**src/sv/cpfa_pkg.sv**
```systemverilog
// cpfa_pkg: shared types and constants of the contiguous page-frame allocator
// used by cpfa_frame_store and contiguous_page_frame_allocator
`default_nettype none

package cpfa_pkg;

   // field widths fixed by the interface
   localparam int COUNT_W = 9;
   localparam int FRAME_W = 20;
   localparam int INDEX_W = 2;

   // configuration register indexes
   localparam logic [INDEX_W-1:0] CSR_FRAME_COUNT     = 2'd0;
   localparam logic [INDEX_W-1:0] CSR_RESERVED_FRAMES = 2'd1;
   localparam logic [INDEX_W-1:0] CSR_BASE_FRAME      = 2'd2;

   // reset values of the configuration registers
   localparam logic [COUNT_W-1:0] FRAME_COUNT_RST     = 9'd256;
   localparam logic [COUNT_W-1:0] RESERVED_FRAMES_RST = 9'd1;
   localparam logic [FRAME_W-1:0] BASE_FRAME_RST      = 20'd0;

   // action codes
   localparam logic ACT_ALLOC = 1'b0;
   localparam logic ACT_FREE  = 1'b1;

   // write controls for the free map and the run length table
   typedef struct packed {
      logic               free_we;
      logic               free_bit;
      logic               len_we;
      logic [COUNT_W-1:0] len_val;
   } store_wr_type;

endpackage

`default_nettype wire

```
**src/sv/cpfa_frame_store.sv**
```systemverilog
// cpfa_frame_store: free map and run length table, one read and one write port each
// depends on cpfa_pkg for the write control struct
`default_nettype none

module cpfa_frame_store #(
   parameter int MAX_FRAMES = 256
) (
   input  wire                              clock,
   input  wire  [$clog2(MAX_FRAMES)-1:0]    rd_addr,
   input  wire  [$clog2(MAX_FRAMES)-1:0]    wr_addr,
   input  wire  cpfa_pkg::store_wr_type     wr,
   output logic                             free_q,
   output logic [cpfa_pkg::COUNT_W-1:0]     len_q
);

   logic                         free_mem [MAX_FRAMES];
   logic [cpfa_pkg::COUNT_W-1:0] len_mem  [MAX_FRAMES];

   // free map: one bit per frame, registered read
   always_ff @(posedge clock) begin
      if (wr.free_we) begin
         free_mem[wr_addr] <= wr.free_bit;
      end
      free_q <= free_mem[rd_addr];
   end

   // run length recorded at the first frame of each run
   always_ff @(posedge clock) begin
      if (wr.len_we) begin
         len_mem[wr_addr] <= wr.len_val;
      end
      len_q <= len_mem[rd_addr];
   end

endmodule

`default_nettype wire

```
**src/sv/contiguous_page_frame_allocator.sv**
```systemverilog
// contiguous_page_frame_allocator: first-fit allocator of contiguous page-frame runs
// depends on cpfa_pkg and cpfa_frame_store
//
// Request words carry an action (allocate or free), a page count and a frame
// number; each request gives exactly one response word with granted,
// start_frame and freed_pages. Both channels use valid/stall; a word moves at
// a clock edge with valid high and stall low. The csr_ port writes frame_count,
// reserved_frames and base_frame; the user must write it only while the block
// is idle, and the block itself does not enforce this. One request is handled
// at a time by a sequencer over a shared adder and a frame store with a
// registered read. The scan moves one frame on after a blocked run. req_stall
// stays high from acceptance until the response is loaded into the output
// register; the next request is taken while that response still waits. If
// rsp_stall holds the output register, a finished response waits inside the
// block and req_stall stays high. After reset a clearing pass marks every
// frame free with a zero run length; req_stall is high during it, while csr_
// writes are taken as ever.
`default_nettype none

module contiguous_page_frame_allocator #(
   parameter int MAX_FRAMES = 256
) (
   input  wire                              clock,
   input  wire                              reset,
   // request channel
   input  wire                              req_valid,
   output logic                             req_stall,
   input  wire                              req_action,
   input  wire  [cpfa_pkg::COUNT_W-1:0]     req_page_count,
   input  wire  [cpfa_pkg::FRAME_W-1:0]     req_frame_number,
   // response channel
   output logic                             rsp_valid,
   input  wire                              rsp_stall,
   output logic                             rsp_granted,
   output logic [cpfa_pkg::FRAME_W-1:0]     rsp_start_frame,
   output logic [cpfa_pkg::COUNT_W-1:0]     rsp_freed_pages,
   // configuration write port
   input  wire                              csr_we,
   input  wire  [cpfa_pkg::INDEX_W-1:0]     csr_index,
   input  wire  [cpfa_pkg::FRAME_W-1:0]     csr_wdata
);

   localparam int AW = $clog2(MAX_FRAMES);
   localparam int CW = $clog2(MAX_FRAMES + 1);
   localparam int SW = ((CW > cpfa_pkg::COUNT_W) ? CW : cpfa_pkg::COUNT_W) + 1;
   localparam logic [SW-1:0] MAX_S   = SW'(MAX_FRAMES);
   localparam logic [SW-1:0] MAX_M1  = SW'(MAX_FRAMES - 1);

   // sequencer states
   localparam logic [3:0] ST_CLEAR  = 4'd0;
   localparam logic [3:0] ST_IDLE   = 4'd1;
   localparam logic [3:0] ST_A_HEAD = 4'd2;
   localparam logic [3:0] ST_A_HEVAL= 4'd3;
   localparam logic [3:0] ST_A_PROBE= 4'd4;
   localparam logic [3:0] ST_A_PEVAL= 4'd5;
   localparam logic [3:0] ST_A_MARK = 4'd6;
   localparam logic [3:0] ST_F_RD   = 4'd7;
   localparam logic [3:0] ST_F_EV   = 4'd8;
   localparam logic [3:0] ST_F_REL  = 4'd9;
   localparam logic [3:0] ST_OUT    = 4'd10;

   logic [3:0]                   state_ff, state_in;
   logic [SW-1:0]                i_ff, i_in;
   logic [SW-1:0]                k_ff, k_in;
   logic [cpfa_pkg::COUNT_W-1:0] np_ff, np_in;
   logic [cpfa_pkg::COUNT_W-1:0] len_ff, len_in;
   logic                         res_grant_ff, res_grant_in;
   logic [cpfa_pkg::FRAME_W-1:0] res_start_ff, res_start_in;
   logic [cpfa_pkg::COUNT_W-1:0] res_freed_ff, res_freed_in;

   logic                         rsp_valid_ff, rsp_valid_in;
   logic                         rsp_granted_ff, rsp_granted_in;
   logic [cpfa_pkg::FRAME_W-1:0] rsp_start_ff, rsp_start_in;
   logic [cpfa_pkg::COUNT_W-1:0] rsp_freed_ff, rsp_freed_in;

   logic [cpfa_pkg::COUNT_W-1:0] fcount_ff;
   logic [cpfa_pkg::COUNT_W-1:0] resv_ff;
   logic [cpfa_pkg::FRAME_W-1:0] base_ff;

   logic [SW-1:0]                fc;
   logic [SW-1:0]                fc_m1;
   logic [SW-1:0]                np_ext;
   logic [SW-1:0]                len_ext;
   logic [SW-1:0]                resv_ext;
   logic [SW-1:0]                addend;
   logic [SW-1:0]                sum;
   logic [SW-1:0]                k_inc;
   logic [cpfa_pkg::FRAME_W-1:0] free_ofs;

   logic [AW-1:0]                rd_addr;
   logic [AW-1:0]                wr_addr;
   cpfa_pkg::store_wr_type       wr;
   logic                         free_q;
   logic [cpfa_pkg::COUNT_W-1:0] len_q;

   logic                         req_take;
   logic                         rsp_take;
   logic                         out_free;

   // configuration registers
   always_ff @(posedge clock) begin
      if (reset) begin
         fcount_ff <= cpfa_pkg::FRAME_COUNT_RST;
         resv_ff   <= cpfa_pkg::RESERVED_FRAMES_RST;
         base_ff   <= cpfa_pkg::BASE_FRAME_RST;
      end else if (csr_we) begin
         case (csr_index)
            cpfa_pkg::CSR_FRAME_COUNT:     fcount_ff <= csr_wdata[cpfa_pkg::COUNT_W-1:0];
            cpfa_pkg::CSR_RESERVED_FRAMES: resv_ff   <= csr_wdata[cpfa_pkg::COUNT_W-1:0];
            cpfa_pkg::CSR_BASE_FRAME:      base_ff   <= csr_wdata;
            default: ;
         endcase
      end
   end

   // managed frame count, limited to the map size
   always_comb begin
      fc = (SW'(fcount_ff) > MAX_S) ? MAX_S : SW'(fcount_ff);
   end
   assign fc_m1    = fc - SW'(1);
   assign np_ext   = SW'(np_ff);
   assign len_ext  = SW'(len_ff);
   assign resv_ext = SW'(resv_ff);
   assign k_inc    = k_ff + SW'(1);
   assign free_ofs = req_frame_number - base_ff;

   // shared adder: run end check or frame under test
   assign addend = (state_ff == ST_A_HEVAL) ? np_ext : k_ff;
   assign sum    = i_ff + addend;

   assign req_take  = req_valid && !req_stall;
   assign rsp_take  = rsp_valid_ff && !rsp_stall;
   assign out_free  = !rsp_valid_ff || !rsp_stall;
   assign req_stall = (state_ff != ST_IDLE);

   // read address: run head or frame under test
   always_comb begin
      case (state_ff)
         ST_A_PROBE: rd_addr = sum[AW-1:0];
         default:    rd_addr = i_ff[AW-1:0];
      endcase
   end

   // sequencer
   always_comb begin
      state_in     = state_ff;
      i_in         = i_ff;
      k_in         = k_ff;
      np_in        = np_ff;
      len_in       = len_ff;
      res_grant_in = res_grant_ff;
      res_start_in = res_start_ff;
      res_freed_in = res_freed_ff;
      wr_addr      = sum[AW-1:0];
      wr           = '0;

      rsp_valid_in   = rsp_valid_ff && !rsp_take;
      rsp_granted_in = rsp_granted_ff;
      rsp_start_in   = rsp_start_ff;
      rsp_freed_in   = rsp_freed_ff;

      case (state_ff)
         // sweep the map after reset
         ST_CLEAR: begin
            wr_addr     = i_ff[AW-1:0];
            wr.free_we  = 1'b1;
            wr.free_bit = 1'b1;
            wr.len_we   = 1'b1;
            wr.len_val  = '0;
            if (i_ff == MAX_M1) begin
               state_in = ST_IDLE;
            end else begin
               i_in = i_ff + SW'(1);
            end
         end

         // take a request
         ST_IDLE: begin
            if (req_take) begin
               np_in        = req_page_count;
               k_in         = '0;
               res_grant_in = 1'b0;
               res_start_in = '0;
               res_freed_in = '0;
               if (req_action == cpfa_pkg::ACT_ALLOC) begin
                  i_in     = '0;
                  state_in = ST_A_HEAD;
               end else begin
                  res_grant_in = 1'b1;
                  i_in         = SW'(free_ofs);
                  if (free_ofs < cpfa_pkg::FRAME_W'(fc)) begin
                     state_in = ST_F_RD;
                  end else begin
                     state_in = ST_OUT;
                  end
               end
            end
         end

         // look at the candidate head frame
         ST_A_HEAD: begin
            if (i_ff >= fc) begin
               state_in = ST_OUT;
            end else begin
               state_in = ST_A_HEVAL;
            end
         end

         ST_A_HEVAL: begin
            if (!((i_ff >= resv_ext) && free_q)) begin
               if (i_ff == fc_m1) begin
                  state_in = ST_OUT;
               end else begin
                  i_in     = i_ff + SW'(1);
                  state_in = ST_A_HEAD;
               end
            end else if (sum > fc) begin
               state_in = ST_OUT;
            end else begin
               k_in     = SW'(1);
               state_in = ST_A_PROBE;
            end
         end

         // test the rest of the run one frame at a time
         ST_A_PROBE: begin
            if (k_ff >= np_ext) begin
               k_in         = '0;
               res_grant_in = 1'b1;
               res_start_in = base_ff + cpfa_pkg::FRAME_W'(i_ff);
               state_in     = ST_A_MARK;
            end else begin
               state_in = ST_A_PEVAL;
            end
         end

         ST_A_PEVAL: begin
            if ((sum >= resv_ext) && free_q) begin
               k_in     = k_inc;
               state_in = ST_A_PROBE;
            end else begin
               i_in     = i_ff + SW'(1);
               state_in = ST_A_HEAD;
            end
         end

         // claim the run and record its length at the head
         ST_A_MARK: begin
            wr.free_we  = (k_ff < np_ext);
            wr.free_bit = 1'b0;
            wr.len_we   = (k_ff == '0);
            wr.len_val  = np_ff;
            if (k_inc >= np_ext) begin
               state_in = ST_OUT;
            end else begin
               k_in = k_inc;
            end
         end

         // read the recorded run length
         ST_F_RD: begin
            state_in = ST_F_EV;
         end

         ST_F_EV: begin
            len_in       = len_q;
            res_freed_in = len_q;
            k_in         = '0;
            state_in     = ST_F_REL;
         end

         // release the run and clear its length
         ST_F_REL: begin
            wr.free_we  = (k_ff < len_ext) && (sum < MAX_S);
            wr.free_bit = 1'b1;
            wr.len_we   = (k_ff == '0);
            wr.len_val  = '0;
            if ((k_inc >= len_ext) || (sum >= MAX_M1)) begin
               state_in = ST_OUT;
            end else begin
               k_in = k_inc;
            end
         end

         // hand the result to the output register
         ST_OUT: begin
            if (out_free) begin
               rsp_valid_in   = 1'b1;
               rsp_granted_in = res_grant_ff;
               rsp_start_in   = res_start_ff;
               rsp_freed_in   = res_freed_ff;
               state_in       = ST_IDLE;
            end
         end

         default: begin
            state_in = ST_IDLE;
         end
      endcase
   end

   // control registers
   always_ff @(posedge clock) begin
      if (reset) begin
         state_ff     <= ST_CLEAR;
         i_ff         <= '0;
         k_ff         <= '0;
         rsp_valid_ff <= 1'b0;
      end else begin
         state_ff     <= state_in;
         i_ff         <= i_in;
         k_ff         <= k_in;
         rsp_valid_ff <= rsp_valid_in;
      end
   end

   // payload registers
   always_ff @(posedge clock) begin
      np_ff          <= np_in;
      len_ff         <= len_in;
      res_grant_ff   <= res_grant_in;
      res_start_ff   <= res_start_in;
      res_freed_ff   <= res_freed_in;
      rsp_granted_ff <= rsp_granted_in;
      rsp_start_ff   <= rsp_start_in;
      rsp_freed_ff   <= rsp_freed_in;
   end

   cpfa_frame_store #(
      .MAX_FRAMES (MAX_FRAMES)
   ) u_store (
      .clock   (clock),
      .rd_addr (rd_addr),
      .wr_addr (wr_addr),
      .wr      (wr),
      .free_q  (free_q),
      .len_q   (len_q)
   );

   assign rsp_valid       = rsp_valid_ff;
   assign rsp_granted     = rsp_granted_ff;
   assign rsp_start_frame = rsp_start_ff;
   assign rsp_freed_pages = rsp_freed_ff;

   // an accepted request keeps the input closed in the next cycle
   a_req_closes: assert property (@(posedge clock) disable iff (reset)
      req_valid && !req_stall |=> req_stall)
      else $error("request channel stayed open after a request was taken");

   // a failed allocate reports no frame and no release
   a_fail_clean: assert property (@(posedge clock) disable iff (reset)
      rsp_valid && !rsp_granted |-> (rsp_start_frame == '0) && (rsp_freed_pages == '0))
      else $error("failed allocate carries a frame or a page count");

   // a response with released pages names no start frame
   a_free_clean: assert property (@(posedge clock) disable iff (reset)
      rsp_valid && (rsp_freed_pages != '0) |-> rsp_start_frame == '0)
      else $error("free response carries a start frame");

   // claiming never touches a reserved frame
   a_mark_unreserved: assert property (@(posedge clock) disable iff (reset)
      (state_ff == ST_A_MARK) && wr.free_we |-> sum >= resv_ext)
      else $error("run claim writes into the reserved frames");

   // a finished result waits while the output register is held
   a_out_holds: assert property (@(posedge clock) disable iff (reset)
      (state_ff == ST_OUT) && rsp_valid_ff && rsp_stall |=> state_ff == ST_OUT)
      else $error("result left the sequencer while the output was stalled");

endmodule

`default_nettype wire
```
**config.mk**
```make
export PLATFORM = sky130hd
export DESIGN_NAME = contiguous_page_frame_allocator
export DESIGN_NICKNAME = d
export VERILOG_FILES = /design/src/sv/cpfa_pkg.sv /design/src/sv/cpfa_frame_store.sv /design/src/sv/contiguous_page_frame_allocator.sv
export SDC_FILE = /design/constraint.sdc
export NUM_CORES = 2
export LEC_CHECK = 0
export BUFFER_PORTS_ARGS = -buffer_cell sky130_fd_sc_hd__buf_4
export CORE_ASPECT_RATIO = 2
export CORE_MARGIN = 5
export CORE_UTILIZATION = 55
export DETAILED_ROUTE_END_ITERATION = 10
export PLACE_DENSITY = 0.68
export SYNTH_ARGS = -nofsm -noshare
export SYNTH_HDL_FRONTEND = slang
export SYNTH_SLANG_ARGS = --single-unit
```
**constraint.sdc**
```tcl
create_clock -name clock -period 42.6 [get_ports clock]
set_input_delay 2.13 -clock clock [delete_from_list [all_inputs] [get_ports clock]]
set_output_delay 2.13 -clock clock [all_outputs]
set_load 0.005 [all_outputs]
```
Word-level counts from Yosys, hierarchy flattened
Memory sizes are Yosys's and may differ from the RTL's. A register that Yosys moved wholly into a read port is not among the register bits.
Index checks and enable logic that the tools add are counted.
{"block": "word_totals", "ff_bits": 141, "ram_bits": 2560, "input_bits": 57, "output_inout_bits": 32, "mem_count": 2}
{"block": "op_classes", "n_addsub": 6, "n_lt_le_gt_ge": 13, "eq_ne": 30, "n_mux": 49, "n_reduce_logical": 29}
{"name": "u_store.len_mem", "words": 256, "word_bits": 9, "rd": 1, "rd_clocked_by_memory_dff": 1, "write_ports": 1, "line_no": "cpfa_frame_store.sv:17", "rtl": "logic [cpfa_pkg::COUNT_W-1:0] len_mem [MAX_FRAMES];"}
{"name": "u_store.free_mem", "words": 256, "word_bits": 1, "rd": 1, "rd_clocked_by_memory_dff": 1, "write_ports": 1, "line_no": "cpfa_frame_store.sv:16", "rtl": "logic free_mem [MAX_FRAMES];"}
{"operator": "$mux W10", "count": 14}
{"operator": "$pmux W10 S7", "count": 1}
{"operator": "$ge A10 B9 Y1", "count": 6}
{"operator": "$mux W4", "count": 11}
{"operator": "$pmux W4 S11", "count": 1}
{"operator": "$mux W20", "count": 2}
{"operator": "$pmux W10 S4", "count": 1}
{"operator": "$pmux W20 S2", "count": 1}
{"operator": "$pmux W12 S3", "count": 1}
{"operator": "$ne A2 B2 Y1 const B", "count": 14}
{"operator": "$add A10 B1 Y10 const B", "count": 2}
{"operator": "$add A20 B10 Y20", "count": 1}
{"operator": "$lt A10 B9 Y1", "count": 2}
{"operator": "$lt A20 B9 Y1", "count": 1}
{"operator": "$sub A20 B20 Y20", "count": 1}
{"operator": "$mux W9", "count": 2}
{"operator": "$pmux W9 S2", "count": 1}
{"operator": "$eq A4 B3 Y1 const B", "count": 4}
{"operator": "$mux W8", "count": 2}
{"operator": "$eq A4 B4 Y1 const B", "count": 3}
{"operator": "$reduce_and A2 Y1", "count": 6}
{"operator": "$add A10 B10 Y10", "count": 1}
{"operator": "$eq A10 B10 Y1", "count": 1}
{"operator": "$eq A10 B8 Y1 const B", "count": 1}
{"operator": "other kinds (28)", "count": 47}

Depth between registers and ports, before layout
{"block": "logic_depth", "ltp_word": 8, "mapped_depth": 23, "mapped_depth_nobuf": 22}

Hierarchy
Synthesis repeated with hierarchy kept, for this count alone.
{"block": "unflattened", "hier_cells": 6051, "area_unflattened_um2": 111667.1}
{"module": "cpfa_frame_store", "instances": 1, "cells_per_inst": 4847, "area_each_um2": 101088.2, "seq_area_each_um2": 77073.9}
{"module": "contiguous_page_frame_allocator", "instances": 1, "cells_per_inst": 1204, "area_each_um2": 10578.9, "seq_area_each_um2": 3603.5}

Worst setup path before layout
Ideal clock, no wire load.
{"block": "synth_path", "path_kind": "reg-to-reg", "from": "reg state_ff[0]", "to": "mem u_store.len_mem[0][1] (netlist name), data pin", "setup_ns": 2.817, "arrival_time_ns": 14.414, "t_required_ns": 39.783, "slack_ns": 25.370, "stages_incl_launch_ff": 5, "path_buffers": 3, "path_cell_list": "dfxtp_1 buf_4 clkbuf_1 clkbuf_1 nor4_1"}
{"element": "start, declared", "line_no": "contiguous_page_frame_allocator.sv:62", "rtl": "logic [3:0] state_ff, state_in;"}
{"element": "start signal, assigned", "line_no": "contiguous_page_frame_allocator.sv:310", "rtl": "state_ff <= state_in;"}
{"element": "end, declared", "line_no": "cpfa_frame_store.sv:17"}

Worst setup path after layout
{"block": "layout_path", "from": "reg state_ff[0]", "to": "reg u_store.len_q[0] (netlist name), read port of u_store.len_mem"}
{"block": "layout_between", "elab_chain_cells": 4, "elab_cells_between_ends": 5, "classes_between": "add/sub (1); eq/ne (2); mux (2)"}
{"element": "$eq A4 B2 Y1", "line_no": "contiguous_page_frame_allocator.sv:128", "rtl": "assign addend = (state_ff == ST_A_HEVAL) ? np_ext : k_ff;"}
{"element": "$mux W10", "line_no": "contiguous_page_frame_allocator.sv:128"}
{"element": "$add A10 B10 Y10", "line_no": "contiguous_page_frame_allocator.sv:129", "rtl": "assign sum = i_ff + addend;"}
{"element": "$mux W8 *", "line_no": "contiguous_page_frame_allocator.sv:138", "rtl": "case (state_ff)"}
{"element": "end, declared", "line_no": "cpfa_frame_store.sv:13", "rtl": "output logic [cpfa_pkg::COUNT_W-1:0] len_q"}
Every way passes the cells marked *; elsewhere a longest branch is shown, timed or not.
A chain may end at the register's enable or synchronous reset.

==> summary.md <==
| Metric | Value |
|---|---|
| Sink Count | 2711 |
| Fin Clk Skew | 0.0642 ns |
| Number of remaining DRC errors | 0 |
| Initial Utilization | 55.2% |
| Area of placed instances | approximately 120000 µm² |
| Crit-path cells | buf_4 > nand2b_1 > nor2_1 > buf_4 > o21ai_0 > ha_1 > fa_1 > mux2_8 > buf_12 > buf_12 > buf_12 > buf_4 > mux2i_1 > mux2i_1 > mux2_2 > a22oi_1 > a41oi_1 > or3_1 > nor4b_2 |
| Internal reg-to-reg setup slack | 34.19 ns |
| Fraction of layout instances using a drive strength above 1 | ~10% |
| Hold path startpoint | res_start_ff[3] |
| Area occupied by multi-input gates | 31100 µm² |
| Post-DR vias/cell | 6.68 |
| Detailed-router iteration count before antenna repair | 9 |
| Tmin final | 8.41 ns |
| Syn Nets | 8498 |
| H-tree depth | 4 |
| Clock power frac | 28.4% |
| Dominant cell type by area after synthesis | edfxtp_1 |
| P_leak | 0.0385 µW |
| Required time worst endpoint | 43.34 ns |
| Register area share after synthesis | between 70% and 80% |
| CTS Hold Bufs | 0 |
| GP Congestion | slightly below 1 |
| Ys flop type | edfxtp_1 |
| CTS Buf Count | between 200 and 250 |
| Worst EP arrival | ~9 ns |
| Pwr dens | 57.5 nW/µm² |
| Synthesized area per cell | 13.8 µm² |
| CP startpoint kind | register |
| Final setup TNS | 0 ns |
| Max Root-Sink Buffers | 4 |
| Post-CTS Setup Bufs | 0 |
| Tot GR Track Use | approximately a third |
| IO Port Bufs | 88 |
| WP buf/inv | 6 |
| Area contributors post-synth | edfxtp_1, nand2_1, mux2i_1 |
| Pre-CTS WS | ~35 ns |
| Final Worst Setup Slack | 34.19 ns |
| Slowest CP cell | fa_1 |
| Status | complete, but fails checks |
| Initial antenna violation count | 21 |
| Post-synth EDFFs | 2638 |
| Grt ovf | 0 |
| DIE WIDTH | 333 µm |
| Post-synthesis cell count | between 8000 and 9000 |
| Worst r2r src | state_ff[0] |
| Register bit count reported by yosys | 2711 |
| Final wirelength | 371000 µm |
| # IOs | 89 |
| Period utilization | 19.7% |
| Vias in the first global route | 72600 |
| RSZ-0062 raised after global routing | no |
| Most frequent cells after synthesis | edfxtp_1, nand2_1, nand3_1 |
| Synthesis Warnings | 0 |
| Placed Cells | 10800 |
| VDD IR-drop max | 96.2 µV |
| Count of cell types in the netlist | between 100 and 150 |
| Fin area | 125000 µm² |
| Storage cell area | 80700 µm² |
| Fill count | 15800 |
| Fmax achieved | 0.119 GHz |
| Row cnt | 237 |
| P_sw | 2540 µW |
| Sw Ratio | 35.4% |
| CTS tree | yes |
| Delay of the slowest cell on the worst path | 0.91 ns |
| Cells on Worst Hold Path | 0 |
| Internal power | 4630 µW |
| CTS root buffer | clkbuf_16 |
| Critical path class | register to register |
| Worst reg-to-reg path cell count | 19 |
| First-pass GRT wire length | about 520000 µm |
| Non-Filler Instances | 11200 |
| Asr flop ratio synth | 0% |
| Area growth, synth to finish | 8.62% |
| CP Capture Type | register |
| Share of the synthesized area in the top cell type | 68.9% |
| Post_cts resized | 0 |
| Cell family with most CP delay | buffers and inverters |
| Fin. max-slew vios | 5 |
| Failing checks | max-capacitance violations, max-slew violations |
| Total Power | 7180 µW |
| Setup violators final | 0 |
| Hold Crit Endpoint | rsp_start_frame[3] |
| Vias | ~75000 |
| Max cap viols | 2 |
| 1st-iter DRT viols | approximately 10000 |
| Avg WL per Cell | about 33 µm |
| Largest fanout on the critical path | 140 |
| Die Area | 219000 µm² |
| Final hold violation count | 0 |
| Die Ht | 657 µm |
| Antenna viol nets, final | 0 |
| Clk slew on worst S/H paths | 0.07 ns |
| Slew HR | -3.01% |
| Synthesized cell area | around 110000 µm² |
| FF-to-FF End | u_store.len_q[0] |
| Fin nets | 8418 |
| Hold Crit Class | register to register |
| Core Area | 208000 µm² |
| Combinational Power Share | roughly 29% |
| Slew @ Worst Pin | 1.53 ns |
| Clock latency at the later pin of the worst-skew pair | 0.91 ns |
| Post-DP HPWL | 232000 µm |
| Count leader, synth | edfxtp_1 |
| Largest net degree at the start of global routing | just over 200 |
| Seq pwr share | 42.9% |
==> state kept, by name, indices dropped and copies added, names as in the netlist <==
signal,cells
base_ff,20
fcount_ff,9
i_ff,10
k_ff,10
len_ff,9
np_ff,9
res_freed_ff,9
res_grant_ff,1
res_start_ff,20
resv_ff,9
rsp_freed_pages,9
rsp_granted,1
rsp_start_frame,20
rsp_valid,1
state_ff,4
u_store.free_mem,256
u_store.free_q,1
u_store.len_mem,2304
u_store.len_q,9
==> how the worst max path moves through the flow <==
| stage | startpoint | end | slack, ns | cells past startpoint |
|---|---|---|---|---|
| 2_1_floorplan | state_ff[0] | u_store.len_mem[0][1] | 25.37 | 4 |
| 5_1_grt | state_ff[0] | u_store.len_q[0] | 34.10 | 19 |
| 3_5_place_dp | state_ff[0] | u_store.len_q[6] | 34.56 | 17 |
| 3_3_place_gp | state_ff[0] | u_store.len_q[7] | 33.23 | 16 |
| 4_1_cts | state_ff[0] | u_store.len_q[0] | 34.51 | 19 |
| 6_report | state_ff[0] | u_store.len_q[0] | 34.19 | 19 |
==> power groups by stage <==
stage	sequential, µW	combinational (µW)	clock (µW)
global placement	3130	1970	0
finish	3080	2060	2040
CTS	3070	2010	2050
detailed placement	3130	2000	0
global route	3080	2140	2150
floorplan	3120	1270	0
==> metal layers <==
layer / global-route usage, % / share of wire, % / up-vias
met1: 35.8 / 31 / 37100
met5: 0 / 0.0086 / -
met3: 6.45 / 9.2 / 1382
li1: - / - / 31400
met2: 54.5 / 49 / 4713
met4: 30.6 / 11 / 6
==> final cells by class <==
class / instances / share of cell area [%]
inverter: 91 / 0.274
clock inverter: 117 / 0.823
timing repair buffer: 278 / 1.85
sequential: 2711 / 64.6
clock buffer: 280 / 4.76
antenna: 22 / 0.0441
multi-input combinational: 4928 / 24.9
tap: 2748 / 2.75
==> cells by family after synthesis <==
logic type	count (synthesis)	share of synthesized area, %
AND/OR/NAND/NOR	3301	12.9
flip-flops	2711	70.2
AO/OA/AOI/OAI	873	5.23
buffers and inverters	677	3.13
multiplexers	574	6.75
adder cells (fa/ha/maj)	125	1.38
XOR/XNOR	55	0.431
==> placed cells by master, fill, tap and decap left out, drive strengths merged, types with 12 or more instances in the layout <==
master	synthesis	final
clkinv	0	89
nand2b	17	17
dfxtp	73	73
a22oi	39	39
and2	22	22
nand3	748	748
o21a	16	16
o22ai	30	30
or3	12	12
nor2b	12	12
buf	360	278
nand4	38	38
diode	0	22
a32oi	74	74
a221oi	37	37
a311oi	51	51
a21o	29	29
and3	74	74
xor2	16	16
o211ai	24	24
o21ai	75	75
nor3	62	62
ha	122	122
a31oi	53	53
bufinv	0	17
nor2	415	415
xnor2	38	38
nand2	1570	1570
a21oi	283	283
inv	91	96
a211oi	38	38
nor4	287	287
or4	12	12
mux2i	409	409
mux4	158	158
clkbuf	226	280
edfxtp	2638	2638
==> stage by stage <==
step / hold slack, ns / utilization (%)
3_3_place_gp: 0.402 / 56.6
4_1_cts: 0.421 / 60.0
3_5_place_dp: 0.405 / 56.6
6_report: 0.419 / 60.0
5_1_grt: 0.425 / 60.0
2_1_floorplan: 0.400 / -
Power figures use the tool's default switching activity.
